File: src/rtl/tfv_pkg.sv
// ----------------------------------------------------------------------------
// topic filter validator package
// shared types and character constants
// ----------------------------------------------------------------------------
`default_nettype none

package tfv_pkg;

  localparam int unsigned BYTE_W  = 8;
  localparam int unsigned LIMIT_W = 16;
  localparam int unsigned LEN_W   = 17;
  localparam int unsigned LVL_W   = 2;

  localparam logic [LIMIT_W-1:0] LIMIT_RESET = '1;
  localparam logic [LEN_W-1:0]   LEN_SAT     = '1;
  localparam logic [LVL_W-1:0]   LVL_SAT     = 2'd2;
  localparam logic [LVL_W-1:0]   LVL_ONE     = 2'd1;

  localparam logic [BYTE_W-1:0] CH_NUL   = 8'h00;
  localparam logic [BYTE_W-1:0] CH_PLUS  = 8'h2B;
  localparam logic [BYTE_W-1:0] CH_HASH  = 8'h23;
  localparam logic [BYTE_W-1:0] CH_SLASH = 8'h2F;

  typedef enum logic [2:0] {
    ST_OK            = 3'd0,
    ST_EMPTY         = 3'd1,
    ST_TOO_LONG      = 3'd2,
    ST_PUB_WILDCARD  = 3'd3,
    ST_BAD_PLACEMENT = 3'd4
  } status_t;

  typedef struct packed {
    logic [BYTE_W-1:0] topic_byte;
    logic              filter_mode;
  } item_t;

  typedef struct packed {
    logic  go;
    item_t item;
  } step_t;

endpackage

`default_nettype wire

File: src/rtl/tfv_in_if.sv
// ----------------------------------------------------------------------------
// topic byte channel
// valid/ready stream of topic characters
// ----------------------------------------------------------------------------
`default_nettype none

interface tfv_in_if;
  logic                       valid;
  logic                       ready;
  logic [tfv_pkg::BYTE_W-1:0] topic_byte;
  logic                       filter_mode;

  modport source (output valid, output topic_byte, output filter_mode, input ready);
  modport sink (input valid, input topic_byte, input filter_mode, output ready);
endinterface

`default_nettype wire

File: src/rtl/tfv_out_if.sv
// ----------------------------------------------------------------------------
// status channel
// valid/ready stream of topic check results
// ----------------------------------------------------------------------------
`default_nettype none

interface tfv_out_if;
  logic             valid;
  logic             ready;
  tfv_pkg::status_t status;

  modport source (output valid, output status, input ready);
  modport sink (input valid, input status, output ready);
endinterface

`default_nettype wire

File: src/rtl/tfv_cfg_if.sv
// ----------------------------------------------------------------------------
// configuration channel
// valid/ready write of the topic length limit
// ----------------------------------------------------------------------------
`default_nettype none

interface tfv_cfg_if;
  logic                        valid;
  logic                        ready;
  logic [tfv_pkg::LIMIT_W-1:0] max_topic_length;

  modport source (output valid, output max_topic_length, input ready);
  modport sink (input valid, input max_topic_length, output ready);
endinterface

`default_nettype wire

File: src/rtl/tfv_core.sv
// ----------------------------------------------------------------------------
// topic filter validator check core
// per-topic length and wildcard tracking, status decision on terminator
// ----------------------------------------------------------------------------
`default_nettype none

module tfv_core (
  input  logic                          clk,
  input  logic                          rst_n,
  input  tfv_pkg::step_t                step,
  input  logic [tfv_pkg::LIMIT_W-1:0]   max_len,
  output tfv_pkg::status_t              status
);
  import tfv_pkg::*;

  logic [LEN_W-1:0] topic_len_r, topic_len_nxt;
  logic [LVL_W-1:0] lvl_len_r, lvl_len_nxt;
  logic             lvl_plus_r, lvl_plus_nxt;
  logic             lvl_hash_r, lvl_hash_nxt;
  logic             wc_err_r, wc_err_nxt;
  logic             mode_r, mode_nxt;

  logic [BYTE_W-1:0] b;
  logic              is_nul, is_plus, is_hash, is_slash;
  logic              mode_cur;
  logic              lvl_not_one;
  logic              err_final;

  assign b        = step.item.topic_byte;
  assign is_nul   = (b == CH_NUL);
  assign is_plus  = (b == CH_PLUS);
  assign is_hash  = (b == CH_HASH);
  assign is_slash = (b == CH_SLASH);
  assign mode_cur = (topic_len_r == '0) ? step.item.filter_mode : mode_r;
  assign lvl_not_one = (lvl_len_r != LVL_ONE);

  // a wildcard error seen so far, or closing the last level in filter mode
  assign err_final = wc_err_r ||
                     (mode_r && (lvl_plus_r || lvl_hash_r) && lvl_not_one);

  always_comb begin
    if (topic_len_r == '0) begin
      status = ST_EMPTY;
    end else if (topic_len_r > {1'b0, max_len}) begin
      status = ST_TOO_LONG;
    end else if (err_final) begin
      status = mode_r ? ST_BAD_PLACEMENT : ST_PUB_WILDCARD;
    end else begin
      status = ST_OK;
    end
  end

  always_comb begin
    topic_len_nxt = topic_len_r;
    lvl_len_nxt   = lvl_len_r;
    lvl_plus_nxt  = lvl_plus_r;
    lvl_hash_nxt  = lvl_hash_r;
    wc_err_nxt    = wc_err_r;
    mode_nxt      = mode_r;
    if (step.go) begin
      if (is_nul) begin
        topic_len_nxt = '0;
        lvl_len_nxt   = '0;
        lvl_plus_nxt  = 1'b0;
        lvl_hash_nxt  = 1'b0;
        wc_err_nxt    = 1'b0;
        mode_nxt      = 1'b0;
      end else begin
        mode_nxt = mode_cur;
        if (topic_len_r != LEN_SAT) begin
          topic_len_nxt = topic_len_r + LEN_W'(1);
        end
        if (!mode_cur) begin
          if (is_plus || is_hash) begin
            wc_err_nxt = 1'b1;
          end
        end else if (is_slash) begin
          // a hash can never close an inner level
          if ((lvl_plus_r && lvl_not_one) || lvl_hash_r) begin
            wc_err_nxt = 1'b1;
          end
          lvl_len_nxt  = '0;
          lvl_plus_nxt = 1'b0;
          lvl_hash_nxt = 1'b0;
        end else begin
          if (is_plus) begin
            lvl_plus_nxt = 1'b1;
          end
          if (is_hash) begin
            lvl_hash_nxt = 1'b1;
          end
          if (lvl_len_r != LVL_SAT) begin
            lvl_len_nxt = lvl_len_r + LVL_W'(1);
          end
        end
      end
    end
  end

  always_ff @(posedge clk) begin
    if (!rst_n) begin
      topic_len_r <= '0;
      lvl_len_r   <= '0;
      lvl_plus_r  <= 1'b0;
      lvl_hash_r  <= 1'b0;
      wc_err_r    <= 1'b0;
      mode_r      <= 1'b0;
    end else begin
      topic_len_r <= topic_len_nxt;
      lvl_len_r   <= lvl_len_nxt;
      lvl_plus_r  <= lvl_plus_nxt;
      lvl_hash_r  <= lvl_hash_nxt;
      wc_err_r    <= wc_err_nxt;
      mode_r      <= mode_nxt;
    end
  end

endmodule

`default_nettype wire

File: src/rtl/topic_filter_validator_unit.sv
// ----------------------------------------------------------------------------
// topic filter validator unit
// checks a zero-terminated topic or filter and reports one status per topic
// ----------------------------------------------------------------------------
//  channel   direction  payload                       handshake
//  in_ch     sink       topic_byte, filter_mode       valid / ready
//  out_ch    source     status                        valid / ready
//  cfg_ch    sink       max_topic_length              valid / ready (always ready)
//
//  one byte is taken per cycle while the input is not stalled; the zero byte of a
//  topic passes the input register, then its status is loaded into the result register
//  in_ch.ready drops only while a zero byte waits on a full, stalled result register
//  reset clears all topic state and sets the length limit to 65535
//  an input register and a result register part the two sides
// ----------------------------------------------------------------------------
`default_nettype none

module topic_filter_validator_unit (
  input  logic      clk,
  input  logic      rst_n,
  tfv_in_if.sink    in_ch,
  tfv_out_if.source out_ch,
  tfv_cfg_if.sink   cfg_ch
);
  import tfv_pkg::*;

  logic               s1_valid_r, s1_valid_nxt;
  item_t              s1_item_r;
  logic               s1_zero;
  logic               s1_go;
  logic               out_valid_r, out_valid_nxt;
  status_t            status_r;
  status_t            core_status;
  logic [LIMIT_W-1:0] max_len_r;
  step_t              step;

  assign s1_zero     = (s1_item_r.topic_byte == CH_NUL);
  assign s1_go       = s1_valid_r && (!s1_zero || !out_valid_r || out_ch.ready);
  assign in_ch.ready = !s1_valid_r || s1_go;
  assign cfg_ch.ready = 1'b1;

  assign s1_valid_nxt  = in_ch.ready ? in_ch.valid : s1_valid_r;
  assign out_valid_nxt = (s1_go && s1_zero) ? 1'b1 :
                         (out_ch.ready ? 1'b0 : out_valid_r);

  assign step.go   = s1_go;
  assign step.item = s1_item_r;

  tfv_core u_core (
    .clk     (clk),
    .rst_n   (rst_n),
    .step    (step),
    .max_len (max_len_r),
    .status  (core_status)
  );

  always_ff @(posedge clk) begin
    if (!rst_n) begin
      s1_valid_r  <= 1'b0;
      out_valid_r <= 1'b0;
      max_len_r   <= LIMIT_RESET;
    end else begin
      s1_valid_r  <= s1_valid_nxt;
      out_valid_r <= out_valid_nxt;
      if (cfg_ch.valid) begin
        max_len_r <= cfg_ch.max_topic_length;
      end
    end
  end

  always_ff @(posedge clk) begin
    if (in_ch.valid && in_ch.ready) begin
      s1_item_r.topic_byte  <= in_ch.topic_byte;
      s1_item_r.filter_mode <= in_ch.filter_mode;
    end
    if (s1_go && s1_zero) begin
      status_r <= core_status;
    end
  end

  assign out_ch.valid  = out_valid_r;
  assign out_ch.status = status_r;

endmodule

`default_nettype wire

File: src/flat_wrapper.sv
// flat-port wrapper written by rule: the top's interface ports become plain ports
module topic_filter_validator_unit_flat import tfv_pkg::*;
  (clk, rst_n, in_ch_valid, in_ch_topic_byte, in_ch_filter_mode, in_ch_ready, out_ch_valid, out_ch_status, out_ch_ready, cfg_ch_valid, cfg_ch_max_topic_length, cfg_ch_ready);
  tfv_in_if in_ch_i ();
  tfv_out_if out_ch_i ();
  tfv_cfg_if cfg_ch_i ();
  input  logic clk;
  input  logic rst_n;
  input wire logic [$bits(in_ch_i.valid)-1:0] in_ch_valid;
  input wire logic [$bits(in_ch_i.topic_byte)-1:0] in_ch_topic_byte;
  input wire logic [$bits(in_ch_i.filter_mode)-1:0] in_ch_filter_mode;
  output wire logic [$bits(in_ch_i.ready)-1:0] in_ch_ready;
  output wire logic [$bits(out_ch_i.valid)-1:0] out_ch_valid;
  output wire logic [$bits(out_ch_i.status)-1:0] out_ch_status;
  input wire logic [$bits(out_ch_i.ready)-1:0] out_ch_ready;
  input wire logic [$bits(cfg_ch_i.valid)-1:0] cfg_ch_valid;
  input wire logic [$bits(cfg_ch_i.max_topic_length)-1:0] cfg_ch_max_topic_length;
  output wire logic [$bits(cfg_ch_i.ready)-1:0] cfg_ch_ready;
  assign in_ch_i.valid = in_ch_valid;
  assign in_ch_i.topic_byte = in_ch_topic_byte;
  assign in_ch_i.filter_mode = in_ch_filter_mode;
  assign in_ch_ready = in_ch_i.ready;
  assign out_ch_valid = out_ch_i.valid;
  assign out_ch_status = out_ch_i.status;
  assign out_ch_i.ready = out_ch_ready;
  assign cfg_ch_i.valid = cfg_ch_valid;
  assign cfg_ch_i.max_topic_length = cfg_ch_max_topic_length;
  assign cfg_ch_ready = cfg_ch_i.ready;
  topic_filter_validator_unit u_core (.clk(clk), .rst_n(rst_n), .in_ch(in_ch_i), .out_ch(out_ch_i), .cfg_ch(cfg_ch_i));
endmodule
File: config.mk
export PLATFORM = sky130hd
export DESIGN_NAME = topic_filter_validator_unit_flat
export DESIGN_NICKNAME = d
export VERILOG_FILES = /design/src/rtl/tfv_pkg.sv /design/src/rtl/tfv_in_if.sv /design/src/rtl/tfv_out_if.sv /design/src/rtl/tfv_cfg_if.sv /design/src/rtl/tfv_core.sv /design/src/rtl/topic_filter_validator_unit.sv /design/src/flat_wrapper.sv
export SDC_FILE = /design/constraint.sdc
export NUM_CORES = 1
export LEC_CHECK = 0
export BUFFER_PORTS_ARGS = -buffer_cell sky130_fd_sc_hd__clkbuf_2
export CAP_MARGIN = 20
export CORE_ASPECT_RATIO = 0.8
export CORE_MARGIN = 10
export CORE_UTILIZATION = 43
export DETAILED_ROUTE_END_ITERATION = 8
export GPL_TIMING_DRIVEN = 0
export PLACE_DENSITY = 0.62
export REMOVE_ABC_BUFFERS = 1
export SYNTH_ARGS = -nofsm -noshare
export SYNTH_HDL_FRONTEND = slang
export SYNTH_SLANG_ARGS = --single-unit
File: constraint.sdc
create_clock -name clk -period 2 [get_ports clk]
set_input_delay 0.1 -clock clk [delete_from_list [all_inputs] [get_ports clk]]
set_output_delay 0.1 -clock clk [all_outputs]
set_load 0.01 [all_outputs]
* Word-level counts from Yosys, hierarchy flattened
Index checks and enable logic that the tools add are counted.
** Storage, ports and cells
- Bits in registers :: 53
- Input port bits :: 30
- Output and inout port bits :: 6
- Logic and storage cells :: 82
** Operators by class
- Add/sub/neg operators :: 2
- $lt $le $gt $ge :: 1
- Eq/ne operators :: 8
- Muxes and demuxes :: 26
- Bitwise operators :: 1
- Reductions and logical operators :: 31
** Operator list (number)
- $mux W17 :: 2
- $eq A8 B6 Y1 const B :: 3
- $add A17 B1 Y17 const B :: 1
- $gt A17 B16 Y1 :: 1
- $logic_not A17 Y1 :: 1
- $mux W1 :: 17
- $ne A17 B17 Y1 const B :: 1
- $mux W2 :: 6
- $reduce_bool A3 Y1 :: 4
- $reduce_and A3 Y1 :: 3
- $logic_not A8 Y1 :: 1
- $logic_or A1 B1 Y1 :: 7
- $logic_and A1 B1 Y1 :: 6
- $reduce_bool A2 Y1 :: 3
- $reduce_and A4 Y1 :: 1
- $logic_not A1 Y1 :: 3
- $mux W3 :: 1
- $ne A3 B1 Y1 const B :: 1
- $ne A3 B2 Y1 const B :: 1
- $reduce_or A3 Y1 :: 1
- $add A2 B1 Y2 const B :: 1
- $ne A2 B1 Y1 const B :: 1
- $ne A2 B2 Y1 const B :: 1
- $reduce_and A2 Y1 :: 1
- $not A1 Y1 :: 1

* Longest topological paths before layout
- Depth in word-level cells :: 7
- Mapped depth :: 10
- Depth with buffers taken out :: 9

* Modules after synthesis
A second synthesis with hierarchy kept.
** Second synthesis, totals
- Cells, all modules :: 289
- Area total of the unflattened synthesis :: 2797.7 µm²
** By module, submodules not included
- tfv_core :: times used 1, cells an instance 208, area an instance 1701.6 µm², sequential area each 460.4 µm²
- topic_filter_validator_unit :: times used 1, cells an instance 81, area an instance 1096.1 µm², sequential area each 720.7 µm²

* Least setup slack after synthesis
No wires, ideal clock.
- Path type :: register to register
- Start point :: reg u_core.s1_item_r[6] in the netlist's numbering
- End point :: reg u_core.s1_item_r[0] in the netlist's numbering (enable)
- Setup time :: 0.336 ns
- Arrival :: 1.759 ns
- Required time :: 1.664 ns
- Path slack :: -0.094 ns
- Cell stages (with the launch flop) :: 5
- Path buffers :: 1
- Period minus slack after synthesis :: 2.094 ns
- Cell sequence :: edfxtp_1 -> or4_4 -> nor3_1 -> clkbuf_1 -> a31oi_1
** Between the ends
- Cells in the longest elaborated chain, start to end :: 7
** Ends and longest elaborated chain
- start, declared :: RTL line topic_filter_validator_unit.sv:28 : item_t s1_item_r;
- $logic_not A8 Y1 :: RTL line topic_filter_validator_unit.sv:37 : assign s1_zero = (s1_item_r.topic_byte == CH_NUL);
- $logic_not A1 Y1 :: RTL line topic_filter_validator_unit.sv:38 : assign s1_go = s1_valid_r && (!s1_zero || !out_valid_r || out_ch.ready);
- $logic_or A1 B1 Y1 (2 in series) :: RTL line topic_filter_validator_unit.sv:38
- $logic_and A1 B1 Y1 :: RTL line topic_filter_validator_unit.sv:38
- $logic_or A1 B1 Y1 :: RTL line topic_filter_validator_unit.sv:39 : assign in_ch.ready = !s1_valid_r || s1_go;
- $logic_and A1 B1 Y1 :: RTL line topic_filter_validator_unit.sv:72 : if (in_ch.valid && in_ch.ready) begin
No other way between the ends.
A chain may end at the register's enable or synchronous reset.

* Final worst setup path
- Start point :: reg u_core.s1_item_r[6] in the netlist's numbering
- End point :: reg u_core.u_core.topic_len_r[5]
** Between the ends
- Cells in the longest elaborated chain, start to end :: 6
- Elaborated cells between the ends (all ways) :: 8
- Classes of those cells :: 1 x mux; 7 x reduce/logical
** Ends and longest elaborated chain
- $logic_not A8 Y1 (*) :: RTL line tfv_core.sv:30, topic_filter_validator_unit.sv:37
- $logic_not A1 Y1 :: RTL line topic_filter_validator_unit.sv:38
- $logic_or A1 B1 Y1 (2 in series) :: RTL line topic_filter_validator_unit.sv:38
- $logic_and A1 B1 Y1 :: RTL line topic_filter_validator_unit.sv:38
- $reduce_and A2 Y1 (no line)
- end signal, assigned :: RTL line tfv_core.sv:109 : topic_len_r <= topic_len_nxt;
- end, declared :: RTL line tfv_core.sv:16 : logic [LEN_W-1:0] topic_len_r, topic_len_nxt;
Mark *: on every way between the ends. The rest lies on a longest branch, timed or not.

==> impl_metrics.env <==
export IMPL_status="complete, but fails checks"
export IMPL_violations="setup timing"
export IMPL_viasPerCell=5.412
export IMPL_power_density_mw_per_mm2=538.0
export IMPL_core_region_area_mm2=0.006376
export IMPL_cap_violations=0
export IMPL_reg2reg_depth=6
export IMPL_wl_um=6865
export IMPL_dieArea_mm2=0.01022
export IMPL_min_from="cfg_ch_max_topic_length[0]"
export IMPL_slowest_stage="or4_4"
export IMPL_critPathLaunch="u_core.s1_item_r[6]$_DFFE_PP_"
export IMPL_ir_worst_vdd_mv=0.3004
export IMPL_grt_max_degree=32
export IMPL_cts_htree_levels=2
export IMPL_cts_buffer_depth=2
export IMPL_relSlewSlack_pct=57.44
export IMPL_synth_warnings=0
export IMPL_ys_ff_latch=53
export IMPL_fp_dieH_um=92.44
export IMPL_hp_class="primary input to flip-flop"
export IMPL_multiInputGateArea_mm2=0.001765
export IMPL_die_w_um=110.5
export IMPL_worstSetupEndpoint="u_core.u_core.topic_len_r[5]$_SDFFE_PN0P_"
export IMPL_rsz0062_at_grt="yes"
export IMPL_cts_root_buf="clkbuf_8"
export IMPL_cts_made_buffers=5
export IMPL_fmax_mhz=459.0
export IMPL_rr_endpoint="u_core.u_core.topic_len_r[5]$_SDFFE_PN0P_"
export IMPL_layout_commonest_cell="clkbuf_2"
export IMPL_r2r_slack_ns=-0.18
export IMPL_cp_top_family="simple AND/OR/NAND/NOR gates"
export IMPL_nFillCells=578
export IMPL_path_depth=6
export IMPL_crit_buf_inv=1
export IMPL_hold_viol=0
export IMPL_drc=0
export IMPL_required_ns=2.24
export IMPL_io_buffers=34
export IMPL_crit_path_end_kind="flip-flop"
export IMPL_wl_per_cell_um=15.29
export IMPL_critical_path_arrival_ns=2.42
export IMPL_antenna_cells=0
export IMPL_ys_flop_type="dfxtp_1"
export IMPL_netlist_instances=303
export IMPL_dp_hpwl_um=4444
export IMPL_grt_pass1_vias=2305
export IMPL_drtAntennaViolNets=0
export IMPL_drtIter0Drc=168
export IMPL_synth_edf_count=12
export IMPL_via_count=2430
export IMPL_tightest_slew_ns=0.6383
export IMPL_path_cells="or4_4 > o31ai_4 > nand3_4 > buf_6 > or3_1 > a21oi_1"
export IMPL_grt_use_total_pct=12.51
export IMPL_initial_utilization_pct=44.23
export IMPL_startpoint_type="flip-flop"
export IMPL_nets=415
export IMPL_overflow=0
export IMPL_final_cell_mix="33 x clkbuf_2, 31 x dfxtp_1, 27 x inv_1"
export IMPL_firstDrtPassIters=4
export IMPL_setup_viol=24
export IMPL_cts_sinks=53
export IMPL_cts_tree="built"
export IMPL_timing_final_crit_share_pct=108.9
export IMPL_ys_types=59
export IMPL_grt_pass1_wl_um=10940
export IMPL_reg2reg_from="u_core.s1_item_r[6]$_DFFE_PP_"
export IMPL_worstSetupPathType="flip-flop to flip-flop"
export IMPL_rows=26
export IMPL_layout_min_cycle_time_ns=2.179
export IMPL_drive_gt1_share_pct=32.05
export IMPL_seq_area_mm2=0.001201
export IMPL_power_leakage_nw=1.514
export IMPL_worst_slack_ns=-0.1788
export IMPL_fin_setup_tns_ns=-2.390
export IMPL_drv_slew=0
export IMPL_hold_slack_ns=0.004666
export IMPL_synth_area_mm2=0.002820
export IMPL_ios=36
export IMPL_clkLatencyLatePin_ns=0.31
export IMPL_antenna_found_initial=0
export IMPL_synth_area_per_cell_um2=9.308
export IMPL_seq_area_frac_synth_pct=41.88
export IMPL_gpl_final_weighted_congestion=0.8045
export IMPL_place_ws_ns=-0.5602
export IMPL_path_max_fanout=5
export IMPL_area_delta_synth_final_pct=31.32
export IMPL_cpPeakStageDelay_ns=0.57
export IMPL_finClkSkew_ns=0.009203
export IMPL_clkTransAtPathRegs_ns=0.10
export IMPL_ys_async_sr_fraction_pct=0
through the flow:
stage          power (W)  area (um^2)  std cells  util, %
4_1_cts         0.001985         3513        442    55.10
5_1_grt         0.002109         3704        449    58.08
6_report        0.001993         3704        449    58.08
3_5_place_dp    0.001363         3045        410    47.76
2_1_floorplan   0.001287         2763        291        -
3_3_place_gp    0.001356         3038        409    47.65
Yosys cell counts, types with 2 or more instances:
| cell | number | area share, % |
|---|---|---|
| nand3_1 | 12 | 2.1 |
| nor4_1 | 3 | 0.67 |
| o21ai_2 | 2 | 0.62 |
| a21boi_0 | 3 | 0.80 |
| o211ai_1 | 16 | 4.3 |
| o21a_1 | 2 | 0.53 |
| or3_1 | 10 | 2.2 |
| xor2_1 | 2 | 0.62 |
| nand2_1 | 25 | 3.3 |
| and3_1 | 4 | 0.89 |
| clkbuf_1 | 9 | 1.2 |
| and4_1 | 2 | 0.62 |
| o31ai_1 | 2 | 0.53 |
| ha_1 | 21 | 9.3 |
| nand2b_1 | 3 | 0.67 |
| nor2_1 | 14 | 1.9 |
| nand3b_1 | 3 | 0.80 |
| or4_4 | 2 | 0.80 |
| a22oi_1 | 3 | 0.80 |
| dfxtp_1 | 41 | 29 |
| a21oi_1 | 12 | 2.1 |
| inv_1 | 27 | 3.6 |
| o221a_2 | 3 | 1.2 |
| a31oi_1 | 2 | 0.44 |
| a21o_1 | 5 | 1.3 |
| nor3_1 | 5 | 0.89 |
| mux2i_1 | 3 | 1.1 |
| nand4_1 | 8 | 1.8 |
| o2111a_1 | 3 | 1.2 |
| xnor2_1 | 2 | 0.62 |
| nor2b_1 | 5 | 1.1 |
| o21ai_0 | 11 | 2.0 |
| edfxtp_1 | 12 | 13 |
power by group:
part / switching [W] / internal (W) / leakage (nW)
clock network: 0.000353 / 0.000243 / 0.0439
registers: 0.0000295 / 0.00113 / 0.460
logic: 0.000122 / 0.000113 / 1.01
total: 0.000504 / 0.00149 / 1.51
layout make-up:
| class | count | area share (%) |
|---|---|---|
| clock buffers | 5 | 1.858 |
| well taps | 84 | 2.838 |
| flip-flops and latches | 53 | 32.43 |
| inverters | 27 | 2.736 |
| repair buffers | 63 | 11.99 |
| multi-input cells | 214 | 47.67 |
| clock inverters | 3 | 0.4730 |
registers in the layout, summed over array words and instances (netlist names):
name and flops:
u_core.u_core.lvl_plus_r 1, u_core.u_core.topic_len_r 17, u_core.s1_item_r 9, u_core.out_ch.valid 1, u_core.max_len_r 16, u_core.u_core.lvl_hash_r 1
u_core.u_core.lvl_len_r 2, u_core.s1_valid_r 1, u_core.out_ch.status 3, u_core.u_core.mode_r 1, u_core.u_core.wc_err_r 1
worst min-delay path by stage:
stage	end	slack [ns]	depth (start not counted)
finish	u_core.max_len_r[0]$_SDFFE_PN1P_	0.005	3
global route	u_core.max_len_r[9]$_SDFFE_PN1P_	0.004	3
CTS	u_core.max_len_r[0]$_SDFFE_PN1P_	0.0006	3
detailed placement	u_core.s1_item_r[8]$_DFFE_PP_	0.28	1
global placement	u_core.s1_item_r[8]$_DFFE_PP_	0.28	1
floorplan	u_core.max_len_r[0]$_SDFFE_PN1P_	0.16	1
worst min-delay path, delay by kind of cell:
kind | cells | cell delay [ns]
buffers and inverters | 1 | 0.08
muxes | 1 | 0.06
and+or+nand+nor | 1 | 0.06
logic make-up after synthesis:
logic type | count (synthesis) | synth area share [%]
simple gates | 103 | 19.74
compound gates | 78 | 20.59
flops | 53 | 41.88
buf+inv | 39 | 5.634
fa+ha+maj | 21 | 9.317
xor+xnor | 4 | 1.242
mux | 4 | 1.464
other cells | 1 | 0.1330
what timing repair did:
action / 4_1_cts / 5_1_grt
setup buffers: 13 / 4
cloned: 1 / 2
hold buffers: 10 / 1
resized for setup: 38 / 35
setup endpoints to repair: 41 / 38
pin swaps: 18 / 18
endpoints found under the hold margin: 10 / 1
per-layer routing:
metal / up-vias / track usage, % / wire, um
met4: 0 / 4.329 / 63
met5: - / 0 / 0
met1: 1119 / 16.98 / 3351
met3: 5 / 2.837 / 368
met2: 54 / 19.07 / 3082
li1: 1252 / - / -
No activity file was read; power rests on OpenSTA's default activity.
